==> src/rtl/core/assert_macros.svh <==
// Assertion helpers shared by the RTL.
`ifndef ASSERT_MACROS_SVH
`define ASSERT_MACROS_SVH

// Clocked property, held off while reset is active.
`define PST_ASSERT_RST(lbl, clk, rst, prop, msg) \
  lbl: assert property (@(posedge clk) disable iff (rst) prop) else $error(msg);

// Clocked property, checked during reset too.
`define PST_ASSERT(lbl, clk, prop, msg) \
  lbl: assert property (@(posedge clk) prop) else $error(msg);

`endif

==> src/rtl/core/pst_pkg.sv <==
package pst_pkg;

  localparam int SYM_W = 8;
  localparam int WIN_W = 3;
  localparam int MAX_PRED = 2 ** WIN_W;
  localparam int OUT_CNT_W = 24;
  localparam int MAX_CNT_W = 32;

  localparam int NUM_PREDICTORS_DEF = 8;
  localparam int COUNT_WIDTH_DEF = 24;

  typedef struct packed {
    logic             first_sample;
    logic             last_sample;
    logic [SYM_W-1:0] sample;
    logic [SYM_W-1:0] pred_0;
    logic [SYM_W-1:0] pred_1;
    logic [SYM_W-1:0] pred_2;
    logic [SYM_W-1:0] pred_3;
    logic [SYM_W-1:0] pred_4;
    logic [SYM_W-1:0] pred_5;
    logic [SYM_W-1:0] pred_6;
    logic [SYM_W-1:0] pred_7;
  } in_item_t;

  typedef struct packed {
    logic [WIN_W-1:0]     winner_index;
    logic [OUT_CNT_W-1:0] correct_count;
    logic [OUT_CNT_W-1:0] longest_run;
    logic [OUT_CNT_W-1:0] current_run;
    logic                 done_res;
  } out_item_t;

endpackage

==> src/rtl/core/pst_winner_sel.sv <==
module pst_winner_sel #(
  parameter int NUM_PREDICTORS = pst_pkg::NUM_PREDICTORS_DEF,
  parameter int COUNT_WIDTH = pst_pkg::COUNT_WIDTH_DEF
) (
  input  logic [NUM_PREDICTORS-1:0]   match,
  input  logic [COUNT_WIDTH-1:0]      scores [NUM_PREDICTORS],
  input  logic [pst_pkg::WIN_W-1:0]   winner,
  output logic [COUNT_WIDTH-1:0]      scores_next [NUM_PREDICTORS],
  output logic [pst_pkg::WIN_W-1:0]   winner_next
);

  // ge[i][j]: new score of i is at least the score of j as seen when i is visited
  logic [pst_pkg::MAX_PRED-1:0] ge [NUM_PREDICTORS];

  always_comb begin
    for (int i = 0; i < NUM_PREDICTORS; i++) begin
      if (match[i] && (scores[i] != '1)) begin
        scores_next[i] = scores[i] + 1'b1;
      end else begin
        scores_next[i] = scores[i];
      end
    end
  end

  // All compares in parallel: entries already visited carry their new score.
  always_comb begin
    for (int i = 0; i < NUM_PREDICTORS; i++) begin
      ge[i] = '0;
      for (int j = 0; j < NUM_PREDICTORS; j++) begin
        if (j < i) begin
          ge[i][j] = scores_next[i] >= scores_next[j];
        end else begin
          ge[i][j] = scores_next[i] >= scores[j];
        end
      end
    end
  end

  // Narrow ordered select over the winner index.
  always_comb begin
    winner_next = winner;
    for (int i = 0; i < NUM_PREDICTORS; i++) begin
      if (match[i] && ge[i][winner_next]) begin
        winner_next = pst_pkg::WIN_W'(i);
      end
    end
  end

endmodule

==> src/rtl/core/predictor_scoreboard_tracker.sv <==
// Multi-predictor scoreboard and run tracker.
//
// Input channel (item_valid / item_ready / item): one noise sample plus the
// prediction of every subpredictor. first_sample clears the scores, the
// winner and all counters before the sample is scored; last_sample is only
// copied to done_res of the matching result.
// Output channel (result_valid / result_ready / result): exactly one result
// per input transfer, in order: winner after the sample, correct count,
// longest run (current run included) and current run.
// A result goes through the input register, then the result register, before
// it can transfer. Throughput: one item per cycle while result_ready stays
// high; scoring, the run update and the ordered winner select all sit in the
// single logic stage between the two registers, which carries the state
// loop.
// Reset (rst, synchronous) empties both registers and clears scores, winner
// and counters. When the receiver stalls, the result register holds its
// transfer, the input register may still take one more item, and then
// item_ready drops until result_ready returns.
// Counters and scores saturate at all ones of COUNT_WIDTH bits; the result
// fields carry the low 24 bits.
`include "assert_macros.svh"

module predictor_scoreboard_tracker #(
  parameter int NUM_PREDICTORS = pst_pkg::NUM_PREDICTORS_DEF,
  parameter int COUNT_WIDTH = pst_pkg::COUNT_WIDTH_DEF
) (
  input  logic               clk,
  input  logic               rst,
  input  logic               item_valid,
  output logic               item_ready,
  input  pst_pkg::in_item_t  item,
  output logic               result_valid,
  input  logic               result_ready,
  output pst_pkg::out_item_t result
);

  // input register
  logic              s1_valid;
  pst_pkg::in_item_t s1;

  // tracker state
  logic [COUNT_WIDTH-1:0]    scores [NUM_PREDICTORS];
  logic [pst_pkg::WIN_W-1:0] winner;
  logic [COUNT_WIDTH-1:0]    correct_total;
  logic [COUNT_WIDTH-1:0]    run_length;
  logic [COUNT_WIDTH-1:0]    best_run;

  // next state
  logic [COUNT_WIDTH-1:0]    scores_eff [NUM_PREDICTORS];
  logic [COUNT_WIDTH-1:0]    scores_next [NUM_PREDICTORS];
  logic [pst_pkg::WIN_W-1:0] winner_eff;
  logic [pst_pkg::WIN_W-1:0] winner_next;
  logic [COUNT_WIDTH-1:0]    correct_eff, run_eff, best_eff;
  logic [COUNT_WIDTH-1:0]    correct_total_next, run_length_next, best_run_next;
  logic [COUNT_WIDTH-1:0]    longest;
  logic [pst_pkg::MAX_CNT_W-1:0] correct_wide, longest_wide, run_wide;

  logic [pst_pkg::SYM_W-1:0]     pred [pst_pkg::MAX_PRED];
  logic [NUM_PREDICTORS-1:0]     match;
  logic                          hit;
  logic                          advance;
  pst_pkg::out_item_t            result_next;

  // Move the stage forward when the result register is free or being drained.
  assign advance    = s1_valid && (!result_valid || result_ready);
  assign item_ready = !s1_valid || advance;

  always_ff @(posedge clk) begin
    if (rst) begin
      s1_valid <= 1'b0;
    end else if (item_ready) begin
      s1_valid <= item_valid;
    end
  end

  always_ff @(posedge clk) begin
    if (item_ready && item_valid) begin
      s1 <= item;
    end
  end

  // Unpack the predictions so they can be indexed by the winner.
  always_comb begin
    pred[0] = s1.pred_0;
    pred[1] = s1.pred_1;
    pred[2] = s1.pred_2;
    pred[3] = s1.pred_3;
    pred[4] = s1.pred_4;
    pred[5] = s1.pred_5;
    pred[6] = s1.pred_6;
    pred[7] = s1.pred_7;
  end

  // Apply the first-sample clear ahead of scoring.
  always_comb begin
    for (int i = 0; i < NUM_PREDICTORS; i++) begin
      scores_eff[i] = s1.first_sample ? '0 : scores[i];
      match[i]      = pred[i] == s1.sample;
    end
    winner_eff  = s1.first_sample ? '0 : winner;
    correct_eff = s1.first_sample ? '0 : correct_total;
    run_eff     = s1.first_sample ? '0 : run_length;
    best_eff    = s1.first_sample ? '0 : best_run;
  end

  // Check the winner's call: a hit extends the run, a miss folds it into best.
  assign hit = pred[winner_eff] == s1.sample;

  always_comb begin
    if (hit) begin
      run_length_next    = (run_eff == '1) ? run_eff : run_eff + 1'b1;
      correct_total_next = (correct_eff == '1) ? correct_eff : correct_eff + 1'b1;
      best_run_next      = best_eff;
    end else begin
      run_length_next    = '0;
      correct_total_next = correct_eff;
      best_run_next      = (best_eff < run_eff) ? run_eff : best_eff;
    end
    longest = (best_run_next > run_length_next) ? best_run_next : run_length_next;
  end

  pst_winner_sel #(
    .NUM_PREDICTORS(NUM_PREDICTORS),
    .COUNT_WIDTH   (COUNT_WIDTH)
  ) u_winner_sel (
    .match      (match),
    .scores     (scores_eff),
    .winner     (winner_eff),
    .scores_next(scores_next),
    .winner_next(winner_next)
  );

  always_ff @(posedge clk) begin
    if (rst) begin
      for (int i = 0; i < NUM_PREDICTORS; i++) begin
        scores[i] <= '0;
      end
      winner        <= '0;
      correct_total <= '0;
      run_length    <= '0;
      best_run      <= '0;
    end else if (advance) begin
      scores        <= scores_next;
      winner        <= winner_next;
      correct_total <= correct_total_next;
      run_length    <= run_length_next;
      best_run      <= best_run_next;
    end
  end

  // Bring counters to the 24-bit result fields.
  always_comb begin
    correct_wide               = pst_pkg::MAX_CNT_W'(correct_total_next);
    longest_wide               = pst_pkg::MAX_CNT_W'(longest);
    run_wide                   = pst_pkg::MAX_CNT_W'(run_length_next);
    result_next.winner_index  = winner_next;
    result_next.correct_count = correct_wide[pst_pkg::OUT_CNT_W-1:0];
    result_next.longest_run   = longest_wide[pst_pkg::OUT_CNT_W-1:0];
    result_next.current_run   = run_wide[pst_pkg::OUT_CNT_W-1:0];
    result_next.done_res      = s1.last_sample;
  end

  // Result register: load on advance, drop valid once the transfer completes.
  always_ff @(posedge clk) begin
    if (rst) begin
      result_valid <= 1'b0;
    end else if (advance) begin
      result_valid <= 1'b1;
    end else if (result_ready) begin
      result_valid <= 1'b0;
    end
  end

  always_ff @(posedge clk) begin
    if (advance) begin
      result <= result_next;
    end
  end

  `PST_ASSERT_RST(a_winner_range, clk, rst, int'(winner) < NUM_PREDICTORS, "winner out of range")
  `PST_ASSERT_RST(a_run_le_correct, clk, rst, run_length <= correct_total, "run above correct count")
  `PST_ASSERT_RST(a_advance_loads, clk, rst, advance |=> result_valid, "no result after advance")
  `PST_ASSERT(a_stall_holds_input, clk, !item_ready |-> s1_valid, "input stalled while empty")

endmodule
==> config.mk <==
export PLATFORM = sky130hd
export DESIGN_NAME = predictor_scoreboard_tracker
export DESIGN_NICKNAME = d
export VERILOG_FILES = /design/src/rtl/core/pst_pkg.sv /design/src/rtl/core/pst_winner_sel.sv /design/src/rtl/core/predictor_scoreboard_tracker.sv
export VERILOG_INCLUDE_DIRS = /design/src /design/src/rtl/core
export SDC_FILE = /design/constraint.sdc
export NUM_CORES = 2
export LEC_CHECK = 0
export ABC_AREA = 1
export BUFFER_PORTS_ARGS = -buffer_cell sky130_fd_sc_hd__buf_2
export CAP_MARGIN = 10
export CORE_MARGIN = 1
export CORE_UTILIZATION = 33
export CTS_CLUSTER_DIAMETER = 100
export DETAILED_ROUTE_END_ITERATION = 10
export SKIP_LAST_GASP = 1
export SLEW_MARGIN = 25
export SYNTH_ARGS = -nofsm -noshare
export SYNTH_HDL_FRONTEND = slang
export SYNTH_SLANG_ARGS = --single-unit
==> constraint.sdc <==
create_clock -name clk -period 10.55 [get_ports clk]
set_input_delay 1.055 -clock clk [delete_from_list [all_inputs] [get_ports clk]]
set_output_delay 1.055 -clock clk [all_outputs]
set_load 0.01 [all_outputs]
* After elaboration in Yosys (flattened, before gate mapping)
Index checks and enable logic that the tools add are counted.
Storage, ports and cells: flip-flop bits (word level) 419, output and inout port bits 78, word-level logic and storage cells 214
Cells by class: add/sub/neg operators 10, magnitude comparators 75, eq/ne operators 19, muxes and demuxes 56, bitwise operators 1, reduce and logical (&&, ||, !) cells 23
Operator list (count):
- $ge A24 B24 Y1 | 64
- $mux W24 | 26
- $add A24 B1 Y24 const B | 10
- $ne A24 B24 Y1 const B | 8
- $eq A8 B8 Y1 | 9
- $eq A24 B24 Y1 const B | 2
- $lt A3 B4 Y1 const B | 8
- $mux W3 | 9
- $bmux W1 S3 | 8
- $bmux W8 S3 | 1
- $gt A24 B24 Y1 | 1
- $lt A24 B24 Y1 | 1
- $logic_and A1 B1 Y1 | 18
- $mux W8 | 2
- $mux W1 | 10
- $ge A4 B4 Y1 const B | 1
- $not A3 Y4 | 1
- $logic_not A1 Y1 | 2
- $logic_or A1 B1 Y1 | 2
- $reduce_bool A2 Y1 | 1

* Logic depth before layout (Yosys ltp)
word-level depth 37, depth in mapped cells 90, depth with buffers taken out 80

* Modules after synthesis
A second synthesis with hierarchy kept.
Second synthesis, totals: cells, all modules 8216, area total of the unflattened synthesis 59798.6 um2
Modules (own cells, without submodules):
- pst_winner_sel | times used 1, cells each 5349, area each 38386.8 um2, seq. area each 0.0 um2
- predictor_scoreboard_tracker | times used 1, cells each 2867, area each 21411.8 um2, seq. area each 9889.5 um2

* Worst setup path before layout
Ideal clock, no wire load.
path kind register -> register, start register s1[73] (netlist name), end register result[73] (netlist name), data pin, library setup time 0.255 ns, arrival time 10.778 ns, required time 10.295 ns, path slack -0.483 ns, stages on the path, launching flop included 87, buffers on the path 11, clock period less this slack 11.033 ns, path through edfxtp_1 buf_6 buf_6 clkbuf_1 buf_1 buf_1 clkbuf_1 clkbuf_1 clkbuf_1 buf_1 clkbuf_1 buf_1 nor2_1 ha_1 inv_1 nor2_1 nand2_1 nor2_2 [51 not listed] nand3_4 nand2_2 inv_1 nand3_1 nand3_1 nand3_4 nand2_4 nand2_1 nand3_1 nand3_2 nand3_4 nand2_2 inv_2 nand3_1 nand2_1 nand2_1 nand3_1 nand2_1
RTL lines:
- start, declared | line predictor_scoreboard_tracker.sv:39 | pst_pkg::in_item_t s1;
- start signal, assigned | line predictor_scoreboard_tracker.sv:78 | s1 <= item;
- end signal, assigned | line predictor_scoreboard_tracker.sv:176 | result <= result_next;
- end, declared | line predictor_scoreboard_tracker.sv:34 | output pst_pkg::out_item_t result

==> summary.txt <==
Clock tree
  – Num Clock Sinks: 419
  – Hold Buf Count CTS: 0
  – Clk Latency, worst-skew pair: 0.69 ns
  – CTS root buf: clkbuf_16
  – Clock buffer depth: 3
  – Cts bufs inserted: 57
  – CTS H-Tree Depth: 2
  – CTS tree: yes
  – Worst-path clk slew: 0.06 ns

Worst setup path
  – CP Depth: 61
  – CP Class: reg2reg
  – Crit path launch type: flip-flop
  – Crit-path max FO: 9
  – CP endpoint kind: flip-flop
  – Most used cell, CP: nand2_1
  – Required time worst endpoint: 10.98 ns
  – Critical path origin: s1[69]
  – Cell count of the worst reg-to-reg path: 61
  – Worst path top cell family by delay: simple AND/OR/NAND/NOR gates
  – R2R Path End: result[74]
  – Slowest stage delay, CP: 0.77 ns
  – Slowest cell on crit path: xor2_1
  – Crit path to: result[74]
  – CP bufs+invs: 8
  – CP Data Arrival Time: 10.04 ns
  – Worst r2r src: s1[69]
  – Internal reg-to-reg setup slack: 0.94 ns

Floorplan
  – DIE WIDTH: 417 um
  – Initial Util: 33.4%
  – Core area: 170,000 um2
  – Row count: 151
  – Die footprint: 174,000 um2
  – Ports: 156
  – Die H: 417 um

Synthesis
  – Synth Register Bits: 419
  – EDFF count, synth: 150
  – Syn_area_per_cell: 7.69 um2
  – Top_reg_cell synth: dfxtp_1
  – Synth Instances: 7,386
  – Yosys top cell area share: 34.9%
  – Cell taking the most area after synthesis: ha_1
  – Synth warn: 0
  – Sequential fraction of the synthesis area: 17.4%
  – Synth area leaders: ha_1 (35%), dfxtp_1 (9.5%), edfxtp_1 (7.9%), a21oi_1 (7.2%), nand2_1 (6.4%)
  – Synthesized cell area: 56,800 um2
  – Ys async rst share: 0%
  – Distinct cell type count after synthesis: 66
  – Mapped Nets: 9,048

Power and ir drop
  – VDD IR max: 0.000122 V
  – Clock Power Share: 31.1%
  – Logic pwr share: 41.3%
  – Sw frac: 40.7%
  – Switching power: 2760 uW
  – Register share of total power: 27.6%
  – P per Cell Area: 106 nW/um2
  – Leakage: 0.0303 uW
  – Int Power: 4020 uW

Global routing
  – Pin count of the biggest net entering global routing: 140
  – First-pass GRT wire length: 328,000 um
  – Initial antenna violation count: 8
  – Vias in the first global route: 54,000
  – GR Overflow Total: 0
  – GRT Util Overall: 24.9%

Timing
  – Final Setup Violations: 0
  – RSZ-0062 raised after global routing: false
  – Max Fclk: 104 MHz
  – Slew @ Worst Pin: 1.08 ns
  – Setup Skew: 0.0371 ns
  – Final setup TNS: 0 ns
  – Crit share post-route: 91.1%
  – Min Tclk post-route: 9.61 ns
  – Final Max Tran Viols: 0
  – Fin. Hold Viols: 0
  – Relative slew slack: 27.7%

Routing
  – Via density: 5.62
  – First-pass detailed-route iteration total: 8
  – Via count: 56,400
  – DRC Markers: 0
  – WL/cell: 22.3 um
  – Drt total wl: 223,000 um
  – Starting DRT DRC Count: 5,182
  – Antenna viol nets, final: 0

Finish
  – Core Util, Final: 37.4%
  – NumNets Final: 9,343
  – Commonest non-fill, non-tap cell in the layout: ha_1
  – Final Non-Filler Cells: 10,000
  – Most frequent cells in the layout: ha_1 (1,584), nand2_1 (962), inv_1 (866)
  – Synth-to-layout area growth: 12.1%
  – Layout cell share with drive strength beyond 1: 8.00%

Placement
  – RePlAce Congestion: 1.00
  – PortBufs: 155
  – Post-DP HPWL: 179,000 um
  – Inst Count DP: 9,914

Run status
  – Status: complete, no violations

Hold path
  – Worst min-delay path class: reg2reg

Job
  – Max Cap Viol: 0
[what timing repair did]
action                     4_1_cts  5_1_grt
setup endpoints to repair        0        4
buffers inserted                 0        2
resized for setup                0        1
[state kept, by name (all words and copies together), names as in the netlist]
| signal | count |
|---|---|
| winner | 3 |
| result_next | 1 |
| correct_total | 24 |
| run_length | 24 |
| s1 | 9 |
| scores | 192 |
| best_run | 24 |
| result | 76 |
| s1_valid | 1 |
| pred | 64 |
| result_valid | 1 |
[cells in the mapped netlist (5+ instances only)]
cell and count:
dfxtp_1 269, clkbuf_1 116, o221a_2 18, o31ai_1 9, ha_1 1584, nand2_4 11
or2_2 22, nand3b_1 5, a211oi_1 92, a21boi_0 48, nor2_1 580, inv_1 868
nand2_2 16, nand2_1 963, xnor2_1 54, a221oi_1 18, nand3_2 11, xor2_1 179
a2111oi_0 15, o21ai_0 454, nand4_1 230, nor2_2 6, o221ai_1 22, buf_2 7
o21bai_1 20, buf_6 7, buf_1 14, nor3_1 124, o21a_1 213, a31oi_1 13
o211ai_1 78, o2111ai_1 22, a21o_1 22, nand3_1 188, nand3_4 6, edfxtp_1 150
inv_2 12, nor4_1 43, a21oi_1 822, buf_4 8
[worst min path at each step]
stage | startpoint | to | slack [ns] | cells past startpoint
2_1_floorplan | result_next[0] | result[0] | 0.40 | 0
3_3_place_gp | scores[24] | scores[24] | 0.47 | 2
3_5_place_dp | scores[24] | scores[24] | 0.47 | 2
4_1_cts | scores[24] | scores[24] | 0.48 | 2
5_1_grt | scores[144] | scores[144] | 0.50 | 2
6_report | scores[24] | scores[24] | 0.48 | 2
[final cells by class]
type	count	area [um2]
Antenna cell	6	15.0
Multi-Input combinational cell	5925	43000
Clock buffer	69	1480
Sequential cell	419	9890
Inverter	889	3370
Fill cell	17400	107000
Clock inverter	38	470
Tap cell	2295	2870
Timing Repair Buffer	389	2570
[kinds of logic (layout without fill, tap and decap cells)]
logic type	Yosys count	in the layout	synth area share, %
compound gates	1887	1887	19.6
xor+xnor	235	235	3.65
fa+ha+maj	1584	1584	34.9
buf+inv	1042	1385	7.11
flops	419	419	17.4
other cells	0	6	0
simple gates	2219	2219	17.3
[power groups by stage]
stage               Clock [uW]  Combinational, uW  Sequential [uW]
detailed placement           0               2750             1900
global route              2200               3080             1880
finish                    2110               2790             1870
CTS                       2150               2760             1870
global placement             0               2690             1900
floorplan                    0               1790             1890
[worst register-to-register path: cells and delay by family, from the launching register on]
| kind | cells | cell delay [ns] |
|---|---|---|
| XOR/XNOR | 1 | 0.77 |
| AND/OR/NAND/NOR | 45 | 5.75 |
| AO/OA/AOI/OAI | 6 | 0.92 |
| adder cells (fa/ha/maj) | 1 | 0.40 |
| buffers and inverters | 8 | 1.04 |
| flip-flops | 1 | 0.55 |
[routing by layer]
metal	up-vias	track usage (%)	routed length, um	share of wire, %
met5	-	0	57	0.026
met4	4	12.9	12700	5.7
met3	528	2.98	15900	7.1
met2	2115	40.1	99000	44
met1	26800	32.5	95800	43
li1	27000	-	-	-
[metrics by stage]
stage	hold WS [ns]	power (uW)	setup WS, ns	instance area (um2)
floorplan	0.400	3680	0.0322	56800
global placement	0.469	4590	1.11	61600
detailed placement	0.471	4650	1.07	61600
CTS	0.481	6780	1.07	63600
global route	0.504	7160	0.103	63700
finish	0.484	6770	0.937	63700
(Power assumes the default switching activity.)
